$ cat src/sv/gslqr_pkg.sv
// Shared constants, word and command types, and saturation helper for the gain-scheduled LQR block.
package gslqr_pkg;

	localparam int MAX_TERMS  = 8;
	localparam int GAIN_COUNT = 12;
	localparam int ROW_LEN    = 6;

	localparam int LEN_W   = 18;
	localparam int GIDX_W  = 4;
	localparam int TIDX_IN = 3;
	localparam int COL_W   = 3;
	localparam int CNT_W   = $clog2(MAX_TERMS + 1);
	localparam int TIDX_W  = (MAX_TERMS > 1) ? $clog2(MAX_TERMS) : 1;
	localparam int MEM_DEPTH = GAIN_COUNT * MAX_TERMS;
	localparam int ADDR_W  = $clog2(MEM_DEPTH);

	localparam int PADDR_W = 3;
	localparam logic [PADDR_W-1:0] ADDR_TERM_COUNT = 3'd0;

	localparam int SAT_W = 50;
	localparam logic signed [SAT_W-1:0] Q_MAX = 50'sd2147483647;
	localparam logic signed [SAT_W-1:0] Q_MIN = -50'sd2147483648;

	typedef enum logic [1:0] {
		KIND_COEF   = 2'd0,
		KIND_SCHED  = 2'd1,
		KIND_TORQUE = 2'd2,
		KIND_NONE   = 2'd3
	} kind_t;

	typedef struct packed {
		kind_t                 kind;
		logic [GIDX_W-1:0]     gain_index;
		logic [TIDX_IN-1:0]    term_index;
		logic signed [31:0]    coefficient;
		logic [LEN_W-1:0]      leg_length;
		logic signed [31:0]    pitch;
		logic signed [31:0]    pitch_rate;
		logic signed [31:0]    position;
		logic signed [31:0]    speed;
		logic signed [31:0]    leg_angle;
		logic signed [31:0]    leg_angle_rate;
	} item_t;

	typedef struct packed {
		logic signed [31:0] wheel_torque;
		logic signed [31:0] hip_torque;
		logic               saturated;
	} result_t;

	typedef struct packed {
		logic              take;
		logic [GIDX_W-1:0] gsel;
		logic [COL_W-1:0]  col;
		logic [TIDX_W-1:0] term;
		logic              rd_en;
		logic              acc_load;
		logic              mul_horner;
		logic              acc_step;
		logic              gain_wr;
		logic              gain_clr;
		logic              mul_torque;
		logic              sum_step;
		logic              row_done;
		logic              row;
		logic              out_load;
	} dp_cmd_t;

	typedef struct packed {
		logic out_free;
	} dp_sts_t;

	typedef struct packed {
		logic               clip;
		logic signed [31:0] value;
	} sat_t;

	function automatic sat_t sat32(input logic signed [SAT_W-1:0] v);
		sat_t r;
		if (v > Q_MAX) begin
			r.clip  = 1'b1;
			r.value = 32'sh7FFF_FFFF;
		end else if (v < Q_MIN) begin
			r.clip  = 1'b1;
			r.value = 32'sh8000_0000;
		end else begin
			r.clip  = 1'b0;
			r.value = 32'(v);
		end
		return r;
	endfunction

endpackage

$ cat src/sv/gslqr_ctrl.sv
// Sequencer that steps the Horner evaluation and the torque dot products on the shared datapath.
module gslqr_ctrl
	import gslqr_pkg::*;
(
	input  logic                 clk,
	input  logic                 arst_n,
	input  logic                 item_valid,
	input  kind_t                kind,
	input  logic [3:0]           term_count,
	input  dp_sts_t              sts,
	output logic                 item_stall,
	output dp_cmd_t              cmd
);

	typedef enum logic [3:0] {
		ST_IDLE,
		ST_G_START,
		ST_G_LOAD,
		ST_G_MUL,
		ST_G_ADD,
		ST_G_STORE,
		ST_T_MUL,
		ST_T_ACC,
		ST_T_ROW,
		ST_T_OUT
	} state_t;

	state_t            state_q;
	logic [GIDX_W-1:0] g_q;
	logic [COL_W-1:0]  col_q;
	logic [TIDX_W-1:0] t_q;
	logic              row_q;
	logic [CNT_W-1:0]  n_terms;

	// Term counts beyond the store depth use every stored term.
	assign n_terms = (32'(term_count) > MAX_TERMS) ? CNT_W'(MAX_TERMS) : CNT_W'(term_count);

	assign item_stall = (state_q != ST_IDLE);

	always_comb begin
		cmd            = '0;
		cmd.gsel       = g_q;
		cmd.col        = col_q;
		cmd.row        = row_q;
		cmd.term       = TIDX_W'(t_q - 1'b1);
		unique case (state_q)
			ST_IDLE: begin
				cmd.take = item_valid;
			end
			ST_G_START: begin
				if (n_terms == '0) begin
					cmd.gain_clr = 1'b1;
				end else begin
					cmd.rd_en = 1'b1;
					cmd.term  = TIDX_W'(n_terms - 1'b1);
				end
			end
			ST_G_LOAD: begin
				cmd.acc_load = 1'b1;
				cmd.rd_en    = (t_q != '0);
			end
			ST_G_MUL: begin
				cmd.mul_horner = 1'b1;
			end
			ST_G_ADD: begin
				cmd.acc_step = 1'b1;
				cmd.rd_en    = (t_q != '0);
			end
			ST_G_STORE: begin
				cmd.gain_wr = 1'b1;
			end
			ST_T_MUL: begin
				cmd.mul_torque = 1'b1;
			end
			ST_T_ACC: begin
				cmd.sum_step = 1'b1;
			end
			ST_T_ROW: begin
				cmd.row_done = 1'b1;
			end
			ST_T_OUT: begin
				cmd.out_load = sts.out_free;
			end
			default: begin
				cmd = '0;
			end
		endcase
	end

	always_ff @(posedge clk or negedge arst_n) begin
		if (!arst_n) begin
			state_q <= ST_IDLE;
			g_q     <= '0;
			col_q   <= '0;
			t_q     <= '0;
			row_q   <= 1'b0;
		end else begin
			unique case (state_q)
				ST_IDLE: begin
					g_q   <= '0;
					col_q <= '0;
					row_q <= 1'b0;
					if (item_valid) begin
						priority if (kind == KIND_SCHED) begin
							state_q <= ST_G_START;
						end else if (kind == KIND_TORQUE) begin
							state_q <= ST_T_MUL;
						end
					end
				end
				ST_G_START: begin
					if (n_terms == '0) begin
						if (32'(g_q) == GAIN_COUNT - 1) begin
							state_q <= ST_IDLE;
						end else begin
							g_q <= g_q + 1'b1;
						end
					end else begin
						t_q     <= TIDX_W'(n_terms - 1'b1);
						state_q <= ST_G_LOAD;
					end
				end
				ST_G_LOAD, ST_G_ADD: begin
					if (t_q == '0) begin
						state_q <= ST_G_STORE;
					end else begin
						t_q     <= t_q - 1'b1;
						state_q <= ST_G_MUL;
					end
				end
				ST_G_MUL: begin
					state_q <= ST_G_ADD;
				end
				ST_G_STORE: begin
					if (32'(g_q) == GAIN_COUNT - 1) begin
						state_q <= ST_IDLE;
					end else begin
						g_q     <= g_q + 1'b1;
						state_q <= ST_G_START;
					end
				end
				ST_T_MUL: begin
					state_q <= ST_T_ACC;
				end
				ST_T_ACC: begin
					if (32'(col_q) == ROW_LEN - 1) begin
						state_q <= ST_T_ROW;
					end else begin
						col_q   <= col_q + 1'b1;
						g_q     <= g_q + 1'b1;
						state_q <= ST_T_MUL;
					end
				end
				ST_T_ROW: begin
					if (row_q) begin
						state_q <= ST_T_OUT;
					end else begin
						row_q   <= 1'b1;
						col_q   <= '0;
						g_q     <= g_q + 1'b1;
						state_q <= ST_T_MUL;
					end
				end
				ST_T_OUT: begin
					if (sts.out_free) begin
						state_q <= ST_IDLE;
					end
				end
				default: begin
					state_q <= ST_IDLE;
				end
			endcase
		end
	end

endmodule

$ cat config.mk
export PLATFORM = sky130hd
export DESIGN_NAME = gslqr_ctrl
export DESIGN_NICKNAME = d
export VERILOG_FILES = /design/src/sv/gslqr_pkg.sv /design/src/sv/gslqr_ctrl.sv
export SDC_FILE = /design/constraint.sdc
export NUM_CORES = 1
export LEC_CHECK = 0
export ABC_AREA = 1
export BUFFER_PORTS_ARGS = -buffer_cell sky130_fd_sc_hd__clkbuf_2
export CORE_UTILIZATION = 59
export CTS_BUF_LIST = sky130_fd_sc_hd__clkbuf_4 sky130_fd_sc_hd__clkbuf_8
export DETAILED_ROUTE_END_ITERATION = 10
export PLACE_DENSITY = 0.87
export SLEW_MARGIN = 20
export SYNTH_ARGS = -nofsm -noshare
export SYNTH_HDL_FRONTEND = slang
export SYNTH_SLANG_ARGS = --single-unit
$ cat constraint.sdc
create_clock -name clk -period 3.37 [get_ports clk]
set_input_delay 0.337 -clock clk [delete_from_list [all_inputs] [get_ports clk]]
set_output_delay 0.337 -clock clk [all_outputs]
set_load 0.03 [all_outputs]
==> metrics, run 1 <==
outcome=complete, no violations; Crit Path Category=reg2out; initial core utilization=0.621; fin crit period=2210 ps; Post-Syn Area=0.00136 mm^2; RSZ-0062 raised after global routing=no; post-synthesis sequential area ratio=0.276; Slowest Stage Delay on Critical Path=500 ps; die height=50.0 um; initial antenna violation count=0; core area=0.00219 mm^2; GRT overflow=0; cell accounting for the most synthesized area=dfrtp_1; share of the synthesized area in the top cell type=0.276; Slew @ Worst Pin=383 ps; Global Route Usage Sum=0.247; Post-Syn Nets=220; CP max FO=9; worst clock skew=9.32 ps; final slew viol count=0; Final period util=0.657; worst vdd ir=0.802 mV; Setup crit end kind=output port; first-pass GRT wire length=4700 um; 1st-pass router iterations=4; placer congestion estimate=0.911; CTS Root Cell=clkbuf_4; CTS Sinks=15; die area=0.00250 mm^2; # DRC=0; leakage power total=0.000955 uW; Final Core Density=0.722; Nets=257; htree depth=1; I/O Buffers=32; DP HPWL=2280 um; Yosys Warn Count=0; max-cap violations=0; vias in the first global route=1128; Min-Delay Path Class=in2reg; Place WS=1380 ps; setup ws final=1160 ps; TritonCTS Buffers=3; DR vias=1311; clock-pin slew on the worst setup and hold paths=100 ps; area delta synth->final=16.3%; post_cts resized=0; slowest CP cell=dfrtp_1; startpoint types=flip-flop; pin count of the biggest net entering global routing=16; Final Hold Viols=0; synthesis-stage register bit count=15; post-route ant nets=0; CTS tree=yes; # diodes=0; Ports=33; Worst Path Arrival=1880 ps; Wirelength per Cell=10.5 um; final setup TNS=0 ps; Finished Layout Cells=267; Worst-Skew Late Latency=290 ps; Die Wd=50.0 um; worst-case clock buffer depth=2; critical path, cell by cell=nor2_4 > nand2_2 > nand2_1 > nor2_1 > nand2_1 > nand2_1 > o21ai_1 > clkbuf_2; CP most frequent cell=nand2_1; Post-Syn Instances=203; num rows=17; Power Density=939 mW/mm^2; setup slack, reg-to-reg=1870 ps; synth top area cells=dfrtp_1, nand2_1, inv_1; synth unique cells=25; Setup-failing EPs final=0; mean area per synthesized cell=6.70 um^2; share of cells above drive strength 1=0.293; Slew Limit Headroom=0.744; CP required=3030 ps; initial drt markers=26; Cells after DPL=262; final WL=2810 um; fillers=202; fmax=0.452 GHz; drt via density=4.91
final cells by class:
| type | count | area [um^2] | share of cell area |
|---|---|---|---|
| Multi-Input combinational cell | 150 | 835 | 0.528 |
| Clock buffer | 3 | 22.5 | 0.0142 |
| Clock inverter | 1 | 5.00 | 0.00316 |
| Timing Repair Buffer | 33 | 170 | 0.108 |
| Inverter | 37 | 139 | 0.0878 |
| Sequential cell | 15 | 375 | 0.237 |
| Tap cell | 28 | 35.0 | 0.0222 |
sequential cells by signal, indices dropped and copies added (netlist names):
name	count
col_q	3
g_q	4
row_q	1
state_q	4
t_q	3
per-stage QoR:
| stage | hold slack [ps] | power [uW] | cell area, um^2 |
|---|---|---|---|
| after CTS | 345 | 1490 | 1580 |
| after detailed placement | 269 | 1380 | 1540 |
| final | 345 | 1490 | 1580 |
| after global routing | 343 | 1610 | 1580 |
| after floorplan | 41.4 | 1160 | 1360 |
| after global placement | 268 | 1360 | 1540 |
logic make-up (layout without fill, tap and decap cells):
family                     count (synthesis)  after routing  synth area share
AOI/OAI and AO/OA                         12             12            0.0626
xor gates and xnor gates                   3              3            0.0193
adders and majority gates                  7              7            0.0644
buffers and inverters                     38             74             0.110
DFF                                       15             15             0.276
and+or+nand+nor                          128            128             0.467
critical path, delay by kind of cell (launching register included):
family / cells / cell delay [ps]
flops: 1 / 500
compound gates: 1 / 80
simple gates: 6 / 780
buf+inv: 1 / 220
what timing repair did:
action	4_1_cts	5_1_grt
endpoints found under the setup margin	0	0
hold buffers	1	0
setup buffers	0	0
endpoints found under the hold margin	15	0
placed cells by master, fill, tap and decap left out, drive strengths merged:
cell,netlist,layout
nand2,67,67
nor2,38,38
inv,37,37
clkbuf,0,35
nand3,16,16
dfrtp,15,15
o21ai,9,9
ha,7,7
nand4,5,5
xor2,2,2
xnor2,1,1
a211oi,1,1
or2,1,1
a21oi,1,1
nand3b,1,1
o211ai,1,1
clkinv,0,1
dlygate4sd3,0,1
power by group:
group / switching [uW] / leakage (uW) / total, uW / internal [uW]
Combinational: 736 / 0.000741 / 1060 / 324
Sequential: 76.0 / 0.000196 / 317 / 241
Clock: 64.5 / 0.0000177 / 109 / 44.2
metal layers:
layer / vias up / routed length (um) / global-route usage
met1: 581 / 1320 / 0.320
met3: 6 / 98 / 0.0494
li1: 693 / - / -
met4: 0 / 42 / 0.0810
met2: 31 / 1360 / 0.407
met5: - / 0 / 0
cells in the mapped netlist:
library cell / count
a211oi_4: 1
a21oi_1: 1
buf_6: 1
dfrtp_1: 15
ha_1: 7
inv_1: 31
inv_2: 6
nand2_1: 53
nand2_2: 9
nand2_4: 4
nand2_8: 1
nand3_1: 15
nand3_2: 1
nand3b_1: 1
nand4_1: 5
nor2_1: 29
nor2_2: 5
nor2_4: 4
o211ai_1: 1
o21ai_0: 5
o21ai_1: 2
o21ai_2: 2
or2_2: 1
xnor2_1: 1
xor2_1: 2
worst paths after layout:
kind,from,end,cells after the start
min in group asynchronous,arst_n,state_q[3]$_DFFE_PN0P_,2
worst max register to register,state_q[1]$_DFFE_PN0P_,g_q[3]$_DFFE_PN0P_,6
worst min register to register,row_q$_DFFE_PN0P_,row_q$_DFFE_PN0P_,2
worst max-delay path,state_q[1]$_DFFE_PN0P_,cmd[11],8
worst min-delay path,sts,state_q[3]$_DFFE_PN0P_,4
max in group asynchronous,arst_n,g_q[3]$_DFFE_PN0P_,2
Note: power is estimated with default switching activity, not from simulation.
==> run 2, diff against run 1 <==
--- a/config.mk
+++ b/config.mk
@@ -7,10 +7,11 @@
 export LEC_CHECK = 0
 export ABC_AREA = 1
 export BUFFER_PORTS_ARGS = -buffer_cell sky130_fd_sc_hd__clkbuf_2
-export CORE_UTILIZATION = 59
+export CORE_ASPECT_RATIO = 0.5
+export CORE_UTILIZATION = 50
 export CTS_BUF_LIST = sky130_fd_sc_hd__clkbuf_4 sky130_fd_sc_hd__clkbuf_8
 export DETAILED_ROUTE_END_ITERATION = 10
-export PLACE_DENSITY = 0.87
+export PLACE_DENSITY = 0.78
 export SLEW_MARGIN = 20
 export SYNTH_ARGS = -nofsm -noshare
 export SYNTH_HDL_FRONTEND = slang
==> constraint.sdc (replaced) <==
create_clock -name clk -period 1.95 [get_ports clk]
set_input_delay 0.195 -clock clk [delete_from_list [all_inputs] [get_ports clk]]
set_output_delay 0.195 -clock clk [all_outputs]
set_load 0.03 [all_outputs]
==> run 2 against run 1 <==
Sequential cell count unchanged. Count of clock-buffer cells in the layout rose by 1. Worst hold slack got worse by 67 ps. Clock power rose by 150%. Largest power group unchanged. Highest routed layer unchanged.
==> metrics, run 2 (synthesized netlist as in run 1, its figures left out) <==
Finished Layout Cells=277 (+3.7%); most common cell after layout, fill and taps aside=nand2_1; Worst-Skew Late Latency=250 ps (-40 ps); Worst R2R End=state_q[2]$_DFFE_PN0P_; CP required=1750 ps (-1280 ps); core area=0.00239 mm^2 (+9.0%); Final Hold Viols=0 (unchanged); CTS tree=yes; Worst R2R Start=g_q[0]$_DFFE_PN0P_; clock-pin slew on the worst setup and hold paths=60 ps (-40 ps); multi-input logic area=855 um^2 (+2.4%); DR vias=1376 (+5.0%); Post-Route M1 WL=1380 um (+4.8%); depth of the worst register-to-register path=9 (+3); initial drt markers=66 (+150%); most frequent cells in the layout=nand2_1, inv_1, clkbuf_2, nor2_1, nand3_1; outcome=complete, no violations; CP max FO=6 (-3); pin count of the biggest net entering global routing=16 (unchanged); Final period util=0.966; Hold Path Stages=4 (unchanged); htree depth=1 (unchanged); post-route ant nets=0 (unchanged); Crit Path Category=reg2out; I/O Buffers=32 (unchanged); metal3 WL=202 um (+110%); final instance area=0.00167 mm^2 (+5.4%); final setup TNS=0 ps (unchanged); Slowest Stage Delay on Critical Path=460 ps (-40 ps); die height=38.9 um (-22%); Setup-failing EPs final=0 (unchanged); Min-Delay Path Class=in2reg; Setup crit end kind=output port; met2 WL post-DR=1510 um (+12%); slowest CP cell=dfrtp_2; Die Wd=75.8 um (+51%); # DRC=0 (unchanged); area delta synth->final=22.5%; DP HPWL=2420 um (+5.8%); die area=0.00295 mm^2 (+18%); fmax=0.531 GHz; final slew viol count=0 (unchanged); Slew Limit Headroom=0.726 (-0.0179); biggest regs=g_q: 4 flops, state_q: 4 flops; # diodes=0 (unchanged); initial core utilization=0.570 (-0.0511); TritonCTS Buffers=3 (unchanged); share of cells above drive strength 1=0.331 (+0.0377); Final Core Density=0.698 (-0.0238); setup slack, reg-to-reg=460 ps (-1410 ps); 1st-pass router iterations=4 (unchanged); Global Route Usage Sum=0.247 (about the same); placer congestion estimate=0.902 (-1.0%); max-cap violations=0 (unchanged); num rows=12 (-5); DP Area=0.00155 mm^2 (+0.57%); CP startpoint=state_q[3]$_DFFE_PN0P_; first-pass GRT wire length=5250 um (+12%); Ports=33 (unchanged); final WL=3140 um (+11%); Slew @ Worst Pin=411 ps (+28.1 ps); Wirelength per Cell=11.3 um (+7.5%); Cells after DPL=269 (+2.7%); max layer used=met4; critical path, cell by cell=nor2_4 > nand2_1 > nor2_2 > nor2_1 > nand2_1 > nand2_1 > o21ai_0 > buf_2; sequential cell area=380 um^2 (+1.3%); Worst Path Arrival=1690 ps (-190 ps); Nets=260 (+1.2%); drt via density=4.97 (+1.2%); Power Density=1650 mW/mm^2 (+75%); GRT overflow=0 (unchanged); Setup crit end=cmd[12]; worst vdd ir=1.36 mV (+70%); CTS Root Cell=clkbuf_8; vias in the first global route=1229 (+9.0%); CP most frequent cell=nand2_1; initial antenna violation count=0 (unchanged); worst-case clock buffer depth=2 (unchanged); leakage power total=0.000978 uW (+2.5%); startpoint types=flip-flop; fin crit period=1880 ps; fillers=212 (+5.0%); CTS Sinks=15 (unchanged); worst clock skew=1.48 ps (-7.83 ps)
run 2: what timing repair did:
item | 4_1_cts | 5_1_grt
setup endpoints to repair | 3 | 12
hold buffers | 1 | 0
resized for setup | 0 | 16
endpoints found under the hold margin | 15 | 0
pin swaps | 1 | 1
setup buffers | 2 | 1
run 2: worst min path at each step:
stage	start	endpoint
detailed placement	arst_n	row_q$_DFFE_PN0P_
finish	sts	state_q[3]$_DFFE_PN0P_
global route	sts	state_q[3]$_DFFE_PN0P_
global placement	arst_n	row_q$_DFFE_PN0P_
CTS	sts	state_q[3]$_DFFE_PN0P_
floorplan	arst_n	col_q[0]$_DFFE_PN0P_
run 2: metal layers:
metal,global-route usage,vias up
met4,0.0417,0
met2,0.467,55
met5,0,-
met1,0.297,616
met3,0.0521,6
li1,-,699
run 2: final cells by class:
| class | instances | area share |
|---|---|---|
| Tap cell | 35 | 0.0263 |
| Clock buffer | 4 | 0.0293 |
| Multi-Input combinational cell | 150 | 0.513 |
| Inverter | 37 | 0.0848 |
| Timing Repair Buffer | 36 | 0.119 |
| Sequential cell | 15 | 0.228 |
run 2: worst max-delay path, delay by kind of cell (launching register included):
family          cells  cell delay, ps
simple gates        6             680
flops               1             460
compound gates      1              60
buf+inv             1             220
run 2: through the flow:
step | total power, uW | setup WS (ps) | hold slack, ps
4_1_cts | 2710 | 9.72 | 277
2_1_floorplan | 2010 | 72.1 | -101
3_3_place_gp | 2350 | 259 | 139
6_report | 2750 | 66.4 | 278
5_1_grt | 2990 | -21.2 | 309
3_5_place_dp | 2380 | 202 | 149
run 2: report_power, final:
part           switching (uW)  total [uW]  internal [uW]
registers                 144         568            424
clock network             113         272            159
logic                    1300        1910            607
total                    1560        2750           1190
